### config.mk
export PLATFORM = sky130hd
export DESIGN_NAME = mfb_queue
export DESIGN_NICKNAME = d
export VERILOG_FILES = /design/src/sv/mfb_pkg.sv /design/src/sv/mfb_queue.sv
export SDC_FILE = /design/constraint.sdc
export NUM_CORES = 1
export LEC_CHECK = 0
export ABC_CLOCK_PERIOD_IN_PS = 2550
export BUFFER_PORTS_ARGS = -buffer_cell sky130_fd_sc_hd__buf_2
export CAP_MARGIN = 20
export CORE_MARGIN = 2
export CORE_UTILIZATION = 50
export DETAILED_ROUTE_END_ITERATION = 16
export PLACE_DENSITY_LB_ADDON = 0.08
export SYNTH_ARGS = -nofsm -noshare
export SYNTH_HDL_FRONTEND = slang
export SYNTH_SLANG_ARGS = --single-unit
export TNS_END_PERCENT = 50
### constraint.sdc
create_clock -name clk -period 2.55 [get_ports clk]
set_clock_uncertainty 0.2 [all_clocks]
set_input_delay 0.1275 -clock clk [delete_from_list [all_inputs] [get_ports clk]]
set_output_delay 0.1275 -clock clk [all_outputs]
set_load 0.01 [all_outputs]
### src/sv/mfb_pkg.sv
// Shared types and constants for the monochrome frame buffer fill/blit block.
// Holds opcodes, result kinds, the job record passed front to back and FSM states.
// No dependencies.
`timescale 1ns / 1ps

package mfb_pkg;

    // Default geometry and job queue size
    localparam int SCREEN_WIDTH_DEF  = 128;
    localparam int SCREEN_HEIGHT_DEF = 64;
    localparam int QUEUE_DEPTH_DEF   = 4;

    // Fixed field widths
    localparam int COORD_W   = 8;
    localparam int PAGE_W    = 5;
    localparam int PAGE_ROWS = 8;

    typedef enum logic [1:0] {
        OP_FILL  = 2'd0,
        OP_START = 2'd1,
        OP_DATA  = 2'd2,
        OP_READ  = 2'd3
    } opcode_t;

    typedef enum logic [1:0] {
        KIND_FILL   = 2'd0,
        KIND_BLIT   = 2'd1,
        KIND_READ   = 2'd2,
        KIND_REJECT = 2'd3
    } result_kind_t;

    // What the back end has to do with a queued job
    typedef enum logic [1:0] {
        JOB_NOTE = 2'd0,   // result only, no buffer access
        JOB_FILL = 2'd1,
        JOB_BLIT = 2'd2,
        JOB_READ = 2'd3
    } job_mode_t;

    // One unit of work: a clipped rectangle of columns x0..x1 and rows y0..y1
    typedef struct packed {
        job_mode_t          mode;
        result_kind_t       kind;
        logic               has_result;
        logic [COORD_W-1:0] x0;
        logic [COORD_W-1:0] x1;
        logic [COORD_W-1:0] y0;
        logic [COORD_W-1:0] y1;
        logic               color;
        logic [7:0]         bits;
    } job_t;

    typedef struct packed {
        logic clearing;
    } back_status_t;

    typedef enum logic [2:0] {
        ST_CLEAR  = 3'd0,
        ST_IDLE   = 3'd1,
        ST_RUN    = 3'd2,
        ST_DRAIN  = 3'd3,
        ST_RESULT = 3'd4
    } back_state_t;

endpackage

### src/sv/mfb_queue.sv
// Short job queue between the front and back ends.
// Depends on mfb_pkg for the job record.
`timescale 1ns / 1ps

module mfb_queue #(
    parameter int DEPTH = mfb_pkg::QUEUE_DEPTH_DEF
) (
    input  logic          clk,
    input  logic          rst_n,
    input  logic          push_valid,
    output logic          push_ready,
    input  mfb_pkg::job_t push_job,
    output logic          pop_valid,
    input  logic          pop_ready,
    output mfb_pkg::job_t pop_job
);

    localparam int PTR_W = (DEPTH > 1) ? $clog2(DEPTH) : 1;
    localparam int CNT_W = $clog2(DEPTH + 1);
    localparam logic [PTR_W-1:0] PTR_LAST = PTR_W'(DEPTH - 1);
    localparam logic [CNT_W-1:0] CNT_FULL = CNT_W'(DEPTH);

    mfb_pkg::job_t    entries_reg [DEPTH];
    logic [PTR_W-1:0] wr_ptr_reg, wr_ptr_next;
    logic [PTR_W-1:0] rd_ptr_reg, rd_ptr_next;
    logic [CNT_W-1:0] count_reg,  count_next;
    logic             do_push, do_pop;

    assign push_ready = count_reg != CNT_FULL;
    assign pop_valid  = count_reg != '0;
    assign pop_job    = entries_reg[rd_ptr_reg];
    assign do_push    = push_valid && push_ready;
    assign do_pop     = pop_valid && pop_ready;

    // Pointer and fill level
    always_comb
    begin
        wr_ptr_next = wr_ptr_reg;
        rd_ptr_next = rd_ptr_reg;
        count_next  = count_reg;
        if (do_push)
        begin
            wr_ptr_next = (wr_ptr_reg == PTR_LAST) ? '0 : wr_ptr_reg + PTR_W'(1);
        end
        if (do_pop)
        begin
            rd_ptr_next = (rd_ptr_reg == PTR_LAST) ? '0 : rd_ptr_reg + PTR_W'(1);
        end
        if (do_push && !do_pop)
        begin
            count_next = count_reg + CNT_W'(1);
        end
        else if (do_pop && !do_push)
        begin
            count_next = count_reg - CNT_W'(1);
        end
    end

    always_ff @(posedge clk or negedge rst_n)
    begin
        if (!rst_n)
        begin
            wr_ptr_reg <= '0;
            rd_ptr_reg <= '0;
            count_reg  <= '0;
        end
        else
        begin
            wr_ptr_reg <= wr_ptr_next;
            rd_ptr_reg <= rd_ptr_next;
            count_reg  <= count_next;
        end
    end

    // Entry storage
    always_ff @(posedge clk)
    begin
        if (do_push)
        begin
            entries_reg[wr_ptr_reg] <= push_job;
        end
    end

endmodule

======== Word-level counts from Yosys, hierarchy flattened ========
Memory sizes are Yosys's and may differ from the RTL's.
Index checks and enable logic that the tools add are counted.
operators by class
  add/sub/neg operators ................... 4
  equality and inequality tests ........... 3
  mux-type cells .......................... 6
  reductions and logical operators ........ 8
operators with widths
  operator               count
  $mux W3                2
  $add A2 B1 Y2 const B  2
  $eq A2 B2 Y1 const B   2
  $logic_and A1 B1 Y1    4
  $mux W2                2
  $add A3 B1 Y3 const B  1
  $ne A3 B3 Y1 const B   1
  $reduce_bool A3 Y1     1
  $sub A3 B1 Y3 const B  1
  $logic_not A1 Y1       2
  $mux W1                2
  $reduce_bool A2 Y1     1
storage, ports and cells
  register bits ........................... 7
  bits in writable memories ............... 184
  output and inout bits ................... 48
  logic and storage cells ................. 25
  memories ................................ 1
memories
  name         depth  bits a word  rd ports  clocked after memory_dff  wr ports  RTL line         source
  entries_reg  4      46           1         0                         1         mfb_queue.sv:23  mfb_pkg::job_t entries_reg [DEPTH];

======== Depth between registers and ports, before layout ========
  depth after elaboration ................. 6
  depth in mapped cells ................... 8
  depth with buffers taken out ............ 8

======== Worst setup path after synthesis ========
OpenSTA, ideal clock, no wires.
  kind .................................... register to register
  from .................................... register count_reg[1]
  to ...................................... register count_reg[2]
  library setup time ...................... 0.079 ns
  arrival time ............................ 2.044 ns
  data required time ...................... 2.271 ns
  path slack .............................. 0.226 ns
  stages on the path, launching flop included .. 9
  path buffers ............................ 0
  period minus slack after synthesis ...... 2.324 ns
  cells stage by stage .................... dfrtp_1 or3_2 nand2_1 ha_1 inv_1 fa_1 xor2_1 nor2_1 xor2_1
on the way
  longest elaborated chain between the ends .. 5
  elaborated cells between the ends (all ways) .. 13
ends and longest elaborated chain
  element                                        RTL line         source
  start, declared                                mfb_queue.sv:26  logic [CNT_W-1:0] count_reg, count_next;
  start signal, assigned                         mfb_queue.sv:71  count_reg <= count_next;
  $reduce_bool A3 Y1 *                           mfb_queue.sv:30  assign pop_valid = count_reg != '0;
  net pop_valid                                  mfb_queue.sv:13  output logic pop_valid,
  $logic_and A1 B1 Y1 *                          mfb_queue.sv:33  assign do_pop = pop_valid && pop_ready;
  $logic_not A1 Y1                               mfb_queue.sv:49  if (do_push && !do_pop)
  $logic_and A1 B1 Y1                            mfb_queue.sv:49
  $mux W3 or $reduce_bool A2 Y1 (tied branches)  --
Mark *: on every way through the listed nets, which the timed path passes. The rest lies on a longest branch. The select of a mux whose other input is x is not followed.
A chain may end at the register's enable or synchronous reset.

======== Worst setup path after layout ========
  from .................................... register count_reg[1]
  to ...................................... register count_reg[2]
on the way
  longest elaborated chain between the ends .. 5
  elaborated cells between the ends (all ways) .. 13
ends and longest elaborated chain
  element
  parallel branches: the longest is 5 deep, another holds $sub A3 B1 Y3
Several ways; the timed one is not identified. The select of a mux whose other input is x is not followed.

==> metrics.csv <==
stage;metric;value;unit
final_layout;layout-drive-gt1-share;43.4;%
cts;clockBufferDepth;2;
synth;netlist.area_leader.share;78.3;%
cts;cts_tree;built;
synth;synthesis.area;0.00706;mm2
run_status;status;finished clean;
detailed_routing;vias_per_cell;5.18;
critical_path;worst-setup-path-type;flip-flop to flip-flop;
timing;min_period;2.41;ns
placement;gp_congestion;0.721;
timing;slew_headroom;64.0;%
detailed_routing;routed_wl;12.2;mm
die;initial_core_util;51.1;%
critical_path;worstReg2RegStart;count_reg[1];
final_layout;final_util;64.9;%
min_path;worstHoldStart;push_job[41];
die;dieArea;0.0151;mm2
cts;htreeDepth;4;
critical_path;end_kind;flip-flop;
timing;maxSlewViolCount;0;
cts;insertion_delay;0.42;ns
synth;synth_most_common_cell;edfxtp_1;
synth;yosysTopAreaCell;edfxtp_1;
min_path;hp-class;input pin to flip-flop;
placement;dp_hpwl;7.26;mm
cts;clk_pin_slew;0.06;ns
synth;synthTopCellsByCount;edfxtp_1, mux4_2, dfrtp_1;
global_route;grt_pass1_vias;3608;
final_layout;area_growth;27.0;%
synth;synth_edf_count;184;
die;dieHeight;123;um
final_layout;stdcell_count;639;
synth;ys_warn_count;0;
critical_path;worstPathArrival;2.56;ns
cts;cts_inserted_buffers;17;
die;coreArea;0.0138;mm2
timing;tightest_slew;0.540;ns
pwr;p_leak;3.16;nW
die;top_level_ports;98;
detailed_routing;ant_nets;0;
synth;netlist_top_cells_area;edfxtp_1, mux4_2, dfrtp_1;
critical_path;path_max_fanout;4;
synth;ys.flop_type;edfxtp_1;
critical_path;crit_start;count_reg[1];
critical_path;start_kind;flip-flop;
die;die_w;123;um
timing;setup-violations-final;0;
final_layout;nets;503;
die;rows;43;
timing;period_share;94.6;%
detailed_routing;drt-pass1-iter-count;4;
critical_path;reg2reg_slack;0.14;ns
global_route;grt_pass1_wl;19.1;mm
placement;io_buffers;97;
timing;rsz0062_at_grt;false;
global_route;gr-total-overflow;0;
cts;cts_sinks;191;
critical_path;crit_required;2.69;ns
cts;cts-root-buf;clkbuf_16;
placement;dp_cells;557;
pwr;power_density;1130;mW/mm2
synth;yosysSeqAreaShare;80.7;%
global_route;antenna_found_initial;0;
final_layout;antenna_cells;0;
timing;fin_tns_setup;0;ns
final_layout;largest_reg_flops;184;
synth;ys_seq_elements;191;
detailed_routing;drt_iter0_drc;210;
synth;syn-num-nets;333;
synth;async_flop_share;3.66;%
global_route;grt_max_degree;27;
detailed_routing;vias;3310;
timing;max_freq;415;MHz
timing;hold_viol_final;0;
synth;synth_cells;276;
pwr;vdd_drop_max;751;uV
global_route;track_usage;17.9;%
detailed_routing;drt-wirelength-per-cell;19.1;um
synth;ys_types;19;
detailed_routing;drc;0;
synth;syn_area_per_cell;25.6;um2
run;cap_viol_max_count;0;
==> routing by layer <==
metal	wire [um]	up-vias	track usage (%)
met1	5230	1697	23.3
met5	0	-	0
met2	6240	80	28.6
li1	-	1516	-
met3	559	17	4.93
met4	193	0	7.47
==> power breakdown <==
part | switching, mW | internal, mW
Sequential | 0.311 | 4.16
Clock | 1.06 | 1.73
Combinational | 1.39 | 1.44
Total | 2.76 | 7.33
==> layout by cell type, fill, tap and decap left out, drive strengths merged, types with 2 or more instances in the layout <==
master / synthesis / layout
mux2: 5 / 5
edfxtp: 184 / 184
clkbuf: 2 / 20
mux4: 46 / 46
buf: 8 / 111
inv: 3 / 3
xor2: 2 / 2
dfrtp: 7 / 7
nor2: 3 / 3
clkinvlp: 0 / 2
ha: 6 / 6
clkinv: 0 / 5
dlygate4sd3: 0 / 50
and3: 4 / 4
bufinv: 0 / 5
==> critical path: stages (launching register included) <==
cell     delay (ns)
dfrtp_1        0.42
or3_2          0.52
nand2_2        0.13
ha_1           0.20
inv_1          0.06
fa_1           0.37
xor2_1         0.17
nor2_1         0.11
xor2_1         0.16
==> final cells by class <==
type | count | area, um2
inverters | 3 | 11.3
multi-input cells | 72 | 1300
fillers | 947 | 4860
repair buffers | 161 | 1100
clock inverters | 12 | 191
clock buffers | 20 | 437
flip-flops and latches | 191 | 5710
well taps | 180 | 225
==> worst paths after layout <==
kind,cells past startpoint,to
min in group asynchronous,3,count_reg[2]
min,2,entries_reg[0][41]
max in group asynchronous,3,rd_ptr_reg[0]
max,8,count_reg[2]
max reg2reg,8,count_reg[2]
min reg2reg,1,count_reg[2]
==> cells by family (layout without fill, tap and decap cells) <==
logic type | after synthesis | count (layout) | synth area share (%)
flip-flops | 191 | 191 | 80.7
multiplexers | 51 | 51 | 15.6
buffers and inverters | 13 | 196 | 0.939
AND/OR/NAND/NOR | 11 | 11 | 1.03
adder cells (fa/ha/maj) | 7 | 7 | 1.35
XOR/XNOR | 3 | 3 | 0.372
==> through the flow <==
stage	power, mW	area (um2)	worst slack (ns)	hold slack (ns)
floorplan	6.27	7060	0.226	-0.368
global placement	7.35	7840	0.208	-0.229
detailed placement	7.41	7840	0.115	-0.230
CTS	10.3	8970	0.0797	0.230
global route	10.6	8970	0.0128	0.237
finish	10.1	8970	0.138	0.248
==> timing repair <==
| item | 4_1_cts | 5_1_grt |
|---|---|---|
| gates resized for setup | 0 | 1 |
| setup endpoints to repair | 0 | 1 |
| setup buffers | 0 | 0 |
| hold endpoints to repair | 195 | 0 |
| hold buffers | 50 | 0 |
Note: power is estimated with default switching activity, not from simulation.
